$ cat src/barycentric_interpolator_macros.svh
// Assertion macros used by the barycentric interpolator RTL.
// Expects clk_i and rst_ni in the scope of each use.
`ifndef BARYCENTRIC_INTERPOLATOR_MACROS_SVH
`define BARYCENTRIC_INTERPOLATOR_MACROS_SVH

// check under reset gating
`define BARY_ASSERT(lbl, prop, msg) \
  lbl: assert property (@(posedge clk_i) disable iff (!rst_ni) prop) else $error(msg);

// check at every edge, reset included
`define BARY_ASSERT_ALWAYS(lbl, prop, msg) \
  lbl: assert property (@(posedge clk_i) prop) else $error(msg);

`endif

$ cat src/bary_pkg.sv
// Shared constants and codes for the barycentric interpolator.
// No dependencies.
package bary_pkg;

  localparam int unsigned CoordBitsDef     = 16;
  localparam int unsigned WeightFracBitsDef = 16;
  localparam int unsigned AttrBitsDef      = 24;
  localparam int unsigned AttrFracBits     = 8;
  localparam int unsigned WeightIntBits    = 4;
  localparam int unsigned QueueDepth       = 2;

  typedef enum logic [1:0] {
    OP_WEIGHTS   = 2'd0,
    OP_BLEND     = 2'd1,
    OP_BLEND_INT = 2'd2,
    OP_RSVD      = 2'd3
  } opcode_e;

endpackage

$ cat src/bary_fifo.sv
// Short queue between the front and back ends.
// No dependencies beyond bary_pkg defaults.
module bary_fifo #(
  parameter int unsigned Width = 8,
  parameter int unsigned Depth = bary_pkg::QueueDepth
) (
  input  logic             clk_i,
  input  logic             rst_ni,
  input  logic             push_valid_i,
  output logic             push_ready_o,
  input  logic [Width-1:0] push_data_i,
  output logic             pop_valid_o,
  input  logic             pop_ready_i,
  output logic [Width-1:0] pop_data_o
);
  import bary_pkg::*;

  localparam int unsigned PtrW = (Depth > 1) ? $clog2(Depth) : 1;
  localparam int unsigned CntW = $clog2(Depth + 1);

  logic [Width-1:0] mem_q [Depth];
  logic [PtrW-1:0]  wr_q, rd_q;
  logic [CntW-1:0]  cnt_q;
  logic             do_push, do_pop;

  assign push_ready_o = (cnt_q != CntW'(Depth));
  assign pop_valid_o  = (cnt_q != '0);
  assign do_push      = push_valid_i && push_ready_o;
  assign do_pop       = pop_valid_o && pop_ready_i;
  assign pop_data_o   = mem_q[rd_q];

  always_ff @(posedge clk_i or negedge rst_ni) begin
    if (!rst_ni) begin
      wr_q  <= '0;
      rd_q  <= '0;
      cnt_q <= '0;
    end else begin
      if (do_push) wr_q <= (wr_q == PtrW'(Depth - 1)) ? '0 : wr_q + 1'b1;
      if (do_pop)  rd_q <= (rd_q == PtrW'(Depth - 1)) ? '0 : rd_q + 1'b1;
      if (do_push && !do_pop)      cnt_q <= cnt_q + 1'b1;
      else if (do_pop && !do_push) cnt_q <= cnt_q - 1'b1;
    end
  end

  always_ff @(posedge clk_i) begin
    if (do_push) mem_q[wr_q] <= push_data_i;
  end

endmodule

$ cat config.mk
export PLATFORM = sky130hd
export DESIGN_NAME = bary_fifo
export DESIGN_NICKNAME = d
export VERILOG_FILES = /design/src/barycentric_interpolator_macros.svh /design/src/bary_pkg.sv /design/src/bary_fifo.sv
export SDC_FILE = /design/constraint.sdc
export NUM_CORES = 1
export LEC_CHECK = 0
export ABC_AREA = 1
export BUFFER_PORTS_ARGS = -buffer_cell sky130_fd_sc_hd__buf_2
export CORE_MARGIN = 4
export CORE_UTILIZATION = 49
export DETAILED_ROUTE_END_ITERATION = 16
export PLACE_DENSITY = 0.83
export SYNTH_ARGS = -nofsm -noshare
export SYNTH_HDL_FRONTEND = slang
export SYNTH_SLANG_ARGS = --single-unit
$ cat constraint.sdc
create_clock -name clk_i -period 2 [get_ports clk_i]
set_clock_uncertainty 0.1 [all_clocks]
set_input_delay 0.1 -clock clk_i [delete_from_list [all_inputs] [get_ports clk_i]]
set_output_delay 0.1 -clock clk_i [all_outputs]
set_load 0.02 [all_outputs]
* Word-level counts from Yosys, hierarchy flattened
Memory sizes are Yosys's and may differ from the RTL's.
Index checks and enable logic that the tools add are counted.
** Storage, ports and cells
- Memories kept :: 1
- Bits in latches :: 0
- Word-level logic and storage cells :: 23
- Register bits :: 4
- Bits in writable memories :: 16
- Memory bits (read-only) :: 0
- Output and inout bits :: 10
- Input port bits :: 12
** Operators by class
- Div/mod/pow operators :: 0
- Bitwise logic cells :: 0
- Reduce and logical (&&, ||, !) cells :: 8
- Add/subtract/negate cells :: 4
- Equal/unequal tests :: 1
- Order comparisons :: 0
- $mul :: 0
- Mux-type cells :: 6
- Shift operators :: 0
** Memory list
- mem_q :: words 2, width 8, read ports 1, clocked after memory_dff 0, write ports 1, RTL line bary_fifo.sv:21 : logic [Width-1:0] mem_q [Depth];
** Operator list (count)
- 1-bit logical AND :: 4
- 1-bit two-way mux :: 4
- 2-bit two-way mux :: 2
- 2-bit nonzero test :: 2
- 1-bit adder, second input constant :: 2
- 2-bit by 1-bit adder with 2-bit output, second input constant :: 1
- 1-bit logical NOT :: 2
- 2-bit inequality test, second input constant :: 1
- 2-bit by 1-bit subtractor with 2-bit output, second input constant :: 1

* Depth between registers and ports, before layout
Gate-level depths: netlist of run 1.
- Depth in word-level cells :: 6
- Depth in mapped cells :: 10
- Mapped depth without buffers :: 10

* Least setup slack after synthesis of run 1
OpenSTA, ideal clock, no wires.
- Kind :: register to register
- Start point :: reg cnt_q[0]
- End point :: mem mem_q[0][0], enable pin
- Library setup time :: 370 ps
- Cell stages (with the launch flop) :: 5
- Setup slack :: 548 ps
- Data arrival time :: 982 ps
- Period minus slack after synthesis :: 1452 ps
- Cell sequence :: dfrtp_1 inv_2 nand2_4 nand2_4 nor2_1
** Between the ends
- Longest elaborated chain between the ends :: 4
** RTL lines
- start, declared :: RTL line bary_fifo.sv:23 : logic [CntW-1:0] cnt_q;
- start signal, assigned :: RTL line bary_fifo.sv:40 : if (do_push && !do_pop) cnt_q <= cnt_q + 1'b1;
- start signal, assigned :: RTL line bary_fifo.sv:41 : else if (do_pop && !do_push) cnt_q <= cnt_q - 1'b1;
- 2-bit inequality test :: RTL line bary_fifo.sv:26 : assign push_ready_o = (cnt_q != CntW'(Depth));
- named net push_ready_o :: RTL line bary_fifo.sv:10 : output logic push_ready_o,
- 1-bit logical AND :: RTL line bary_fifo.sv:28 : assign do_push = push_valid_i && push_ready_o;
- 1-bit two-way mux :: RTL line bary_fifo.sv:46 : if (do_push) mem_q[wr_q] <= push_data_i;
- 1-bit two-way mux (implied by the code) :: RTL line bary_fifo.sv:46
- end, declared :: RTL line bary_fifo.sv:21
The timed path passes the listed nets, and every way through them passes these cells.

* Worst setup path after layout of run 1
- Start point :: reg rd_q
- End point :: out pop_data_o[5]
** Between the ends
- Longest elaborated chain between the ends :: 1
** RTL lines
- start, declared :: RTL line bary_fifo.sv:22 : logic [PtrW-1:0] wr_q, rd_q;
- start signal, assigned :: RTL line bary_fifo.sv:39 : if (do_pop) rd_q <= (rd_q == PtrW'(Depth - 1)) ? '0 : rd_q + 1'b1;
- memory read 2 x 8 bit
- end, declared :: RTL line bary_fifo.sv:14 : output logic [Width-1:0] pop_data_o
No other way between the ends.

==> impl_metrics.tcl, run 1 <==
set metrics [dict create \
    die_area_sq_um 2410 \
    worst_setup_path_end_kind "output port" \
    finalSetupTns_ns 0 \
    syn-instance-count 70 \
    clockRootBuffer "clkbuf_4" \
    netlist.area_leader.share_pct 58.1 \
    via_count 588 \
    fin_crit_sh_pct 75.2 \
    cp.required_ns 1.80 \
    drtIter0Drc 5 \
    die_x_um 49.1 \
    finalMaxSlewViolations 0 \
    max_freq_mhz 665 \
    async_reset_ff_share_pct 20.0 \
    die_y_um 49.1 \
    crit_top_cell "nand2_1" \
    numCtsBuffers 3 \
    cts_tree "yes" \
    r2r_cells 9 \
    critPathMaxStageDelay_ns 0.57 \
    min_period_ns 1.50 \
    insertion_delay_ns 0.29 \
    path_depth 4 \
    ys_top_cells_by_count "30 x nand2_1, 16 x edfxtp_1, 4 x dfrtp_1, 4 x inv_1, 3 x inv_2" \
    wl_um 1480 \
    arrival_ns 1.30 \
    rrSetupSlack_ns 0.50 \
    slew_headroom_pct 76.2 \
    via_per_inst 4.78 \
    p_int_uw 921 \
    synth_edf_count 16 \
    hold_viol 0 \
    rr_endpoint "cnt_q[1]" \
    grt-ovfl-total 0 \
    cp_max_fo 10 \
    crit_slowest_cell "dfrtp_1" \
    routabilityCongestion 0.714 \
    outcome "finished clean" \
    io_pins 22 \
    tightest_slew_ns 0.357 \
    yosysMostFrequentCell "nand2_1" \
    p_per_area_nw_per_um2 1390 \
    route.detailed.drc 0 \
    vdd_ir_drop_max_mv 0.833 \
    syn_avg_cell_area_sq_um 11.8 \
    coreArea_sq_um 1560 \
    yosys.area.top_type "edfxtp_1" \
    critPathLaunchType "flop" \
    io_buffers 21 \
    rows 14 \
    cts_htree_levels 1 \
    routedWlPerCell_um 12.0 \
    synth_nets 83 \
    seqPwrFrac_pct 43.2 \
    fillers 104 \
    post-dp-hpwl_um 1020 \
    rsz0062_at_grt "false" \
    finish.utilization_pct 70.7 \
    clock-sinks 20 \
    grt_pass1_vias 583 \
    yosys_warnings 0 \
    cts.clk_slew.worst_paths_ns 0.10 \
    swShare_pct 39.9 \
    crit_type "reg -> out" \
    grt_usage_pct 13.4 \
    grt_pass1_wl_um 2460 \
    p_clk_share_pct 14.3 \
    ys_ff_latch 20 \
    antenna_found_initial 0 \
    p_switching_uw 610 \
    ys_types 14 \
    hold_class "in -> async" \
    synth_seq_area_share_pct 70.2 \
    synthTopCellsByArea "edfxtp_1 58%, nand2_1 14%, dfrtp_1 12%" \
    crit_buf_inv 2 \
    r2r-start "cnt_q[0]" \
    cts_buffer_depth 2 \
    antennaDiodeCount 0 \
    ant_nets 0 \
    fin_nets 121 \
    comb_power_share_pct 42.5 \
    setup_viol 0 \
    crit_family "flip-flops" \
    drive_above_1_share_pct 32.7 \
    ys.flop_type "edfxtp_1" \
    syn_to_final_growth_pct 33.3 \
    dpl_cell_area_sq_um 956 \
    p_leak_uw 0.000520 \
    grt_max_degree 12 \
    fin_area_sq_um 1100 \
    syn-cell-area_sq_um 827 \
    dr.pass1.iters 3 \
    crit_path_cell_trace "inv_2 -> nand2_1 -> nand2_1 -> buf_2" \
    endpoint "pop_data_o[5]" \
    initial_core_util_pct 53.0 \
    cp-startpoint "rd_q" \
    max-cap-violations 0 \
]
## state kept, by name, indices dropped and copies added (netlist names)
register	count
cnt_q	2
mem_q	16
rd_q	1
wr_q	1
## worst register-to-register path: cells and delay by family (launching register included)
kind,cells,cell delay [ns]
adder cells (fa/ha/maj),1,0.30
buffers and inverters,3,0.25
flip-flops,1,0.42
AND/OR/NAND/NOR,5,0.32
## cell families (layout without fill, tap and decap cells)
group         count (synthesis)  count (layout)  share of synthesized area (%)
fa+ha+maj                     1               1                           1.51
flops                        20              20                           70.2
buf+inv                       8              45                           4.54
simple gates                 39              39                           20.7
xor+xnor                      2               2                           3.03
## layout by cell type (no fill, tap or decap)
cell / n
ha_1: 1
dfrtp_1: 4
buf_2: 21
buf_4: 2
nor2_1: 2
dlygate4sd3_1: 11
clkbuf_8: 1
nand2_1: 30
clkbuf_4: 3
nand2_4: 2
inv_1: 4
nand2_2: 2
inv_2: 3
nand3_1: 2
edfxtp_1: 16
xnor2_1: 1
xor2_2: 1
nand4_1: 1
## final cells by class
class	count	area [sq um]	area share, %
inverters	7	26.3	2.38
clock buffers	4	36.3	3.29
well taps	16	20.0	1.82
flip-flops and latches	20	581	52.7
multi-input cells	42	209	19.0
repair buffers	34	230	20.9
## repair_timing
action,4_1_cts,5_1_grt
hold endpoints to repair,22,0
resized for setup,0,0
hold buffers,11,0
setup buffers,0,0
endpoints found under the setup margin,0,0
## per-layer routing
| metal | up-vias | wire, um | GRT usage (%) |
|---|---|---|---|
| li1 | 301 | - | - |
| met1 | 274 | 573 | 15.1 |
| met2 | 11 | 860 | 24.1 |
| met3 | 2 | 32 | 1.83 |
| met5 | - | 0 | 0 |
| met4 | 0 | 13 | 7.11 |
## power by group through the flow
stage | Clock [uW] | Combinational (uW) | Sequential [uW]
detailed placement | 0 | 637 | 667
CTS | 228 | 656 | 659
floorplan | 0 | 482 | 631
global route | 250 | 716 | 670
global placement | 0 | 614 | 661
finish | 218 | 651 | 661
## metrics by stage
step | hold WS [ns] | std cells | worst slack (ns) | total power (uW)
after floorplan | -0.296 | 70 | 0.548 | 1110
after global placement | -0.188 | 108 | 0.599 | 1280
after detailed placement | -0.191 | 108 | 0.529 | 1300
after CTS | 0.0169 | 123 | 0.497 | 1540
after global routing | 0.0421 | 123 | 0.381 | 1640
final | 0.0394 | 123 | 0.496 | 1530
## worst min-delay path by stage
stage,cells past startpoint,slack [ns],to,from
finish,2,0.04,cnt_q[0],rst_ni
global placement,1,-0.19,cnt_q[0],rst_ni
CTS,2,0.02,cnt_q[0],rst_ni
detailed placement,1,-0.19,cnt_q[0],rst_ni
global route,2,0.04,wr_q,rst_ni
floorplan,0,-0.30,cnt_q[0],rst_ni
(Power assumes the default switching activity.)
==> run 2: changes to the inputs <==
--- a/config.mk
+++ b/config.mk
@@ -5,12 +5,12 @@
 export SDC_FILE = /design/constraint.sdc
 export NUM_CORES = 1
 export LEC_CHECK = 0
-export ABC_AREA = 1
+export ABC_AREA = 0
 export BUFFER_PORTS_ARGS = -buffer_cell sky130_fd_sc_hd__buf_2
 export CORE_MARGIN = 4
-export CORE_UTILIZATION = 49
+export CORE_UTILIZATION = 48
 export DETAILED_ROUTE_END_ITERATION = 16
-export PLACE_DENSITY = 0.83
+export PLACE_DENSITY = 0.82
 export SYNTH_ARGS = -nofsm -noshare
 export SYNTH_HDL_FRONTEND = slang
 export SYNTH_SLANG_ARGS = --single-unit
==> constraint.sdc (replaced) <==
create_clock -name clk_i -period 1.4 [get_ports clk_i]
set_clock_uncertainty 0.1 [all_clocks]
set_input_delay 0.07 -clock clk_i [delete_from_list [all_inputs] [get_ports clk_i]]
set_output_delay 0.07 -clock clk_i [all_outputs]
set_load 0.02 [all_outputs]
==> run 2 against run 1 <==
Non-clock buffer count up 12. The flow now finishes with violations (setup timing). Cell area up 17%. Sequential cell count unchanged. Sequential power up 39%. Hold slack better by 0.051 ns. First-iteration DRC count up 40%. Critical path depth up 3. Critical endpoint is now cnt_q[1]. Routed wire length up 16%. Area after synthesis down 4.8%. Global-route usage up 2.0 points. Register-to-register slack worse by 0.56 ns. Sequential share of layout area down 7.4 points.
==> impl_metrics.tcl, run 2 <==
set metrics [dict create \
    grt_pass1_vias 571 \
    cp_max_fo 4 \
    numCtsBuffers 3 \
    post-dp-hpwl_um 900 \
    tightest_slew_ns 0.219 \
    rsz0062_at_grt "true" \
    cts_buffer_depth 2 \
    grt_max_degree 13 \
    p_leak_uw 0.000536 \
    cp.required_ns 1.52 \
    synthXorXnorAreaFrac_pct 5.56 \
    comb_power_share_pct 51.1 \
    rows 14 \
    synth_mux_area_share_pct 11.4 \
    ys_ff_latch 20 \
    io_buffers 21 \
    async_reset_ff_share_pct 20.0 \
    via_count 521 \
    grt_usage_pct 15.4 \
    seqPwrFrac_pct 32.5 \
    setup_viol 11 \
    worst_setup_path_end_kind "flop" \
    p_per_area_nw_per_um2 2200 \
    syn-cell-area_sq_um 787 \
    die_area_sq_um 2350 \
    synth_seq_area_share_pct 73.8 \
    swShare_pct 31.9 \
    syn-instance-count 43 \
    clock-sinks 20 \
    largest_reg_flops 16 \
    slew_headroom_pct 85.3 \
    syn_to_final_growth_pct 63.3 \
    drtIter0Drc 7 \
    holdWs_ns 0.0904 \
    largest_register "mem_q" \
    die_y_um 48.5 \
    hold_class "in -> reg" \
    fin_nets 106 \
    initial_core_util_pct 51.6 \
    synth_top_family_by_area "multiplexers" \
    min_period_ns 1.46 \
    dpl_cell_area_sq_um 950 \
    dr.pass1.iters 2 \
    grt-ovfl-total 0 \
    grt_pass1_wl_um 2730 \
    coreArea_sq_um 1520 \
    syn_avg_cell_area_sq_um 18.3 \
    routedWlPerCell_um 15.9 \
    crit_type "reg -> reg" \
    yosys_warnings 0 \
    setup_ws_ns -0.0630 \
    p_clk_share_pct 16.4 \
    drive_above_1_share_pct 64.1 \
    synth-compound-area-share_pct 0 \
    io_pins 22 \
    hold_viol 0 \
    netlist.area_leader.share_pct 61.0 \
    pre_cts_ws_ns -0.0868 \
    critPathLaunchType "flop" \
    synth_nets 56 \
    routabilityCongestion 0.694 \
    yosys.area.top_type "edfxtp_1" \
    max-cap-violations 0 \
    vdd_ir_drop_max_mv 1.50 \
    synth_edf_count 16 \
    max_freq_mhz 684 \
    final_cell_mix "16 x edfxtp_1, 14 x buf_6, 13 x buf_2" \
    finalMaxSlewViolations 0 \
    ys.flop_type "edfxtp_1" \
    final_common_cell "edfxtp_1" \
    cts_tree "yes" \
    finalSetupTns_ns -0.478 \
    clockRootBuffer "clkbuf_4" \
    p_switching_uw 901 \
    antennaDiodeCount 0 \
    synthTopCellsByArea "edfxtp_1 61%, dfrtp_1 13%, mux2_2 11%" \
    violations "setup timing" \
    outcome "finished, violations left" \
    cts.clk_slew.worst_paths_ns 0.11 \
    via_per_inst 4.82 \
    ant_nets 0 \
    fin_crit_sh_pct 105 \
    ys_types 14 \
    die_x_um 48.5 \
    p_int_uw 1920 \
    yosysMostFrequentCell "edfxtp_1" \
    route.detailed.drc 0 \
    wl_um 1720 \
    fin_area_sq_um 1280 \
    ys_top_cells_by_count "16 x edfxtp_1, 8 x mux2_2, 4 x dfrtp_1" \
    antenna_found_initial 0 \
    yosys.area_share.adder_pct 1.59 \
    cts_htree_levels 1 \
    insertion_delay_ns 0.29 \
    yosys.area_share.simple_pct 6.52 \
    largestRegisters "mem_q x16, cnt_q x2" \
    arrival_ns 1.59 \
]
run 2: cell count changes after synthesis, sizes merged:
cell and delta:
nand2 -32, mux2 +8, xor2 +1, xnor2 +2, inv -6, or2 +1
and3 +1, nand4 -1, nand3 -2, nand2b +1
run 2: what timing repair did:
action                                  in CTS  in global routing
pin swaps                                    7                  3
endpoints found under the setup margin      25                 17
setup buffers                                7                  3
endpoints found under the hold margin       20                  0
hold buffers                                10                  0
resized for setup                           33                  0
run 2: per-stage QoR:
stage	instances	power (uW)	utilization [%]
final	108	2820	84.3
after global routing	108	2950	84.3
after CTS	105	2740	82.8
after detailed placement	84	1820	62.3
after global placement	84	1790	62.3
after floorplan	43	1540	-
run 2: power by group through the flow:
stage,clock network (uW),logic [uW],registers (uW)
finish,465,1440,917
global route,501,1520,931
CTS,474,1360,911
detailed placement,0,852,971
global placement,0,831,960
floorplan,0,629,907
run 2: kinds of logic (layout without fill, tap and decap cells):
| kind of cell | after synthesis | after routing |
|---|---|---|
| and+or+nand+nor | 7 | 7 |
| adders and majority gates | 1 | 1 |
| buffers and inverters | 2 | 51 |
| DFF | 20 | 20 |
| xor gates and xnor gates | 5 | 5 |
| muxes | 8 | 8 |
run 2: final cells by class:
cell class	count	area (sq um)
sequential	20	582
timing repair buffer	46	390
fill	76	239
multi-input combinational	21	236
clock inverter	1	30.0
clock buffer	3	22.5
tap	16	20.0
inverter	1	3.75
run 2: final timing paths:
| kind | from | end | slack, ns | cells after the start |
|---|---|---|---|---|
| worst max-delay path | cnt_q[0] | cnt_q[1] | -0.06 | 7 |
| worst min-delay path | pop_ready_i | cnt_q[0] | 0.09 | 4 |
| worst max register to register | cnt_q[0] | cnt_q[1] | -0.06 | 7 |
| worst min register to register | wr_q | wr_q | 0.46 | 1 |
| max in group asynchronous | rst_ni | rd_q | 0.42 | 3 |
| min in group asynchronous | rst_ni | cnt_q[1] | 0.58 | 3 |
run 2: layer usage:
metal	vias to the layer above	share of wire [%]	wire (um)	track usage [%]
li1	251	-	-	-
met4	0	4.6	79	10.8
met5	-	0	0	0
met1	249	41	711	17.4
met2	15	51	877	26.1
met3	6	2.8	48	2.45
run 2: critical path, cell delays in order (launching register included):
cell      delay [ns]
dfrtp_1         0.43
nand2b_4        0.17
nand2_4         0.07
inv_2           0.05
ha_4            0.15
xor2_2          0.17
nor2_2          0.10
xor2_1          0.15
==> run 3: changes to the inputs <==
--- a/config.mk
+++ b/config.mk
@@ -10,7 +10,8 @@
 export CORE_MARGIN = 4
 export CORE_UTILIZATION = 48
 export DETAILED_ROUTE_END_ITERATION = 16
-export PLACE_DENSITY = 0.82
+export PLACE_DENSITY = 0.72
+export REMOVE_ABC_BUFFERS = 1
 export SYNTH_ARGS = -nofsm -noshare
 export SYNTH_HDL_FRONTEND = slang
 export SYNTH_SLANG_ARGS = --single-unit
==> run 3 against run 2 <==
The run still ends with setup timing left. Maximum frequency is 0.79% lower. Critical path depth down 4. Sequential cell count did not move. Via count grew 2.7%. Register-to-register slack better by 0.02 ns. Hold slack worse by 0.010 ns. Clock-buffer cell count up 1. Cell area is 0.78% higher. Global-route usage increased by 0.22 points. Combinational power up 4%. Largest power group unchanged.
==> impl_metrics.tcl, run 3 (synthesis gave the netlist of run 2 again) <==
set metrics [dict create \
    outcome "finished, violations left" \
    violations "setup timing" \
    grt-ovfl-total 0 \
    die_x_um 48.5 \
    fin_area_sq_um 1290 \
    arrival_ns 1.30 \
    via_count 535 \
    critPathMaxStageDelay_ns 0.41 \
    min_period_ns 1.47 \
    max-cap-violations 0 \
    die_area_sq_um 2350 \
    p_total_uw 2720 \
    dpl_cell_area_sq_um 967 \
    p_per_area_nw_per_um2 2100 \
    io_pins 22 \
    worst_setup_path_end_kind "output port" \
    cts_tree "yes" \
    cts.clk_slew.worst_paths_ns 0.11 \
    largest_reg_flops 16 \
    setup_ws_ns -0.0747 \
    routedWlPerCell_um 16.3 \
    finish.utilization_pct 85.0 \
    clock-sinks 20 \
    drive_above_1_share_pct 63.8 \
    critPathLaunchType "flop" \
    ant_nets 0 \
    wl_um 1790 \
    clockRootBuffer "clkbuf_4" \
    die_y_um 48.5 \
    via_per_inst 4.86 \
    fin_nets 108 \
    grt_max_degree 12 \
    rows 14 \
    routabilityCongestion 0.765 \
    hold_viol 0 \
    coreArea_sq_um 1520 \
    grt_usage_pct 15.6 \
    io_buffers 21 \
    numCtsBuffers 3 \
    cp_max_fo 4 \
    finalMaxSlewViolations 0 \
    post-dp-hpwl_um 1050 \
    crit_slowest_cell "dfrtp_2" \
    fillers 78 \
    final_cell_mix "17 x buf_6, 16 x edfxtp_1, 12 x buf_2" \
    setup_viol 22 \
    crit_family "flip-flops" \
    antennaDiodeCount 0 \
    crit_path_cell_trace "buf_6 -> mux2_2 -> buf_6" \
    drtIter0Drc 9 \
    p_leak_uw 0.000541 \
    syn_to_final_growth_pct 64.5 \
    cts_buffer_depth 2 \
    crit_buf_inv 2 \
    final_common_cell "buf_6" \
    crit_type "reg -> out" \
    slew_headroom_pct 86.3 \
    antenna_found_initial 0 \
    dr.pass1.iters 3 \
    hold_class "in -> reg" \
    pre_cts_ws_ns -0.101 \
    grt_pass1_vias 580 \
    largestRegisters "mem_q x16, cnt_q x2" \
    cts_htree_levels 1 \
    grt_pass1_wl_um 2750 \
    vdd_ir_drop_max_mv 1.31 \
    fin_crit_sh_pct 105 \
    rsz0062_at_grt "true" \
    crit_top_cell "buf_6" \
    route.detailed.drc 0 \
    max_freq_mhz 678 \
    tightest_slew_ns 0.204 \
    cp.required_ns 1.23 \
    largest_register "mem_q" \
    initial_core_util_pct 51.6 \
    insertion_delay_ns 0.30 \
]
-- run 3: cell count changes in the layout (fill, tap and decap cells not counted) --
cell       previous run  this run
clkbuf_1              0         1
clkbuf_4              3         4
bufinv_16             1         0
mux2_4                0         1
buf_6                14        17
buf_4                 9         8
mux2_2                8         7
buf_2                13        12
and3_4                0         1
and3_2                1         0
-- run 3: report_power, final --
| part | total, uW | internal (uW) | switching (uW) |
|---|---|---|---|
| sequential | 931 | 835 | 96.6 |
| combinational | 1500 | 865 | 639 |
| clock | 285 | 111 | 174 |
| total | 2720 | 1810 | 909 |
-- run 3: cell type report --
cell class,count,area (sq um),area share [%]
well taps,16,20.0,1.55
multi-input cells,21,244,18.8
clock buffers,4,26.3,2.03
flip-flops and latches,20,582,44.9
inverters,1,3.75,0.290
repair buffers,48,419,32.4
-- run 3: timing repair --
| item | CTS | global route |
|---|---|---|
| resized for setup | 26 | 14 |
| hold endpoints to repair | 20 | 0 |
| endpoints found under the setup margin | 9 | 26 |
| hold buffers | 10 | 0 |
| buffers inserted | 8 | 1 |
| pin swaps | 6 | 4 |
-- run 3: final timing paths --
| check | slack, ns | start | depth (start not counted) | to |
|---|---|---|---|---|
| worst max-delay path | -0.07 | rd_q | 3 | pop_data_o[2] |
| min in group asynchronous | 0.56 | rst_ni | 3 | cnt_q[0] |
| worst min register to register | 0.50 | wr_q | 1 | wr_q |
| worst min-delay path | 0.08 | pop_ready_i | 4 | cnt_q[0] |
| worst max register to register | -0.04 | cnt_q[1] | 6 | cnt_q[1] |
| max in group asynchronous | 0.45 | rst_ni | 3 | rd_q |
-- run 3: through the flow --
| step | setup TNS (ns) | hold slack, ns | cells |
|---|---|---|---|
| floorplan | -0.995 | -0.326 | 42 |
| global placement | -0.0170 | -0.219 | 87 |
| detailed placement | -0.101 | -0.220 | 87 |
| CTS | -0.504 | 0.0599 | 109 |
| global route | -1.60 | 0.0950 | 110 |
| finish | -0.693 | 0.0800 | 110 |
-- run 3: metal layers --
layer,track usage (%),wire length (um)
met1,17.7,681
met2,25.2,998
met3,5.21,63
met4,9.42,46
met5,0,0
-- run 3: tightest hold or removal path, cell delays in order --
cell     delay, ns
buf_2         0.12
nand2_4       0.08
ha_4          0.14
xnor2_1       0.05
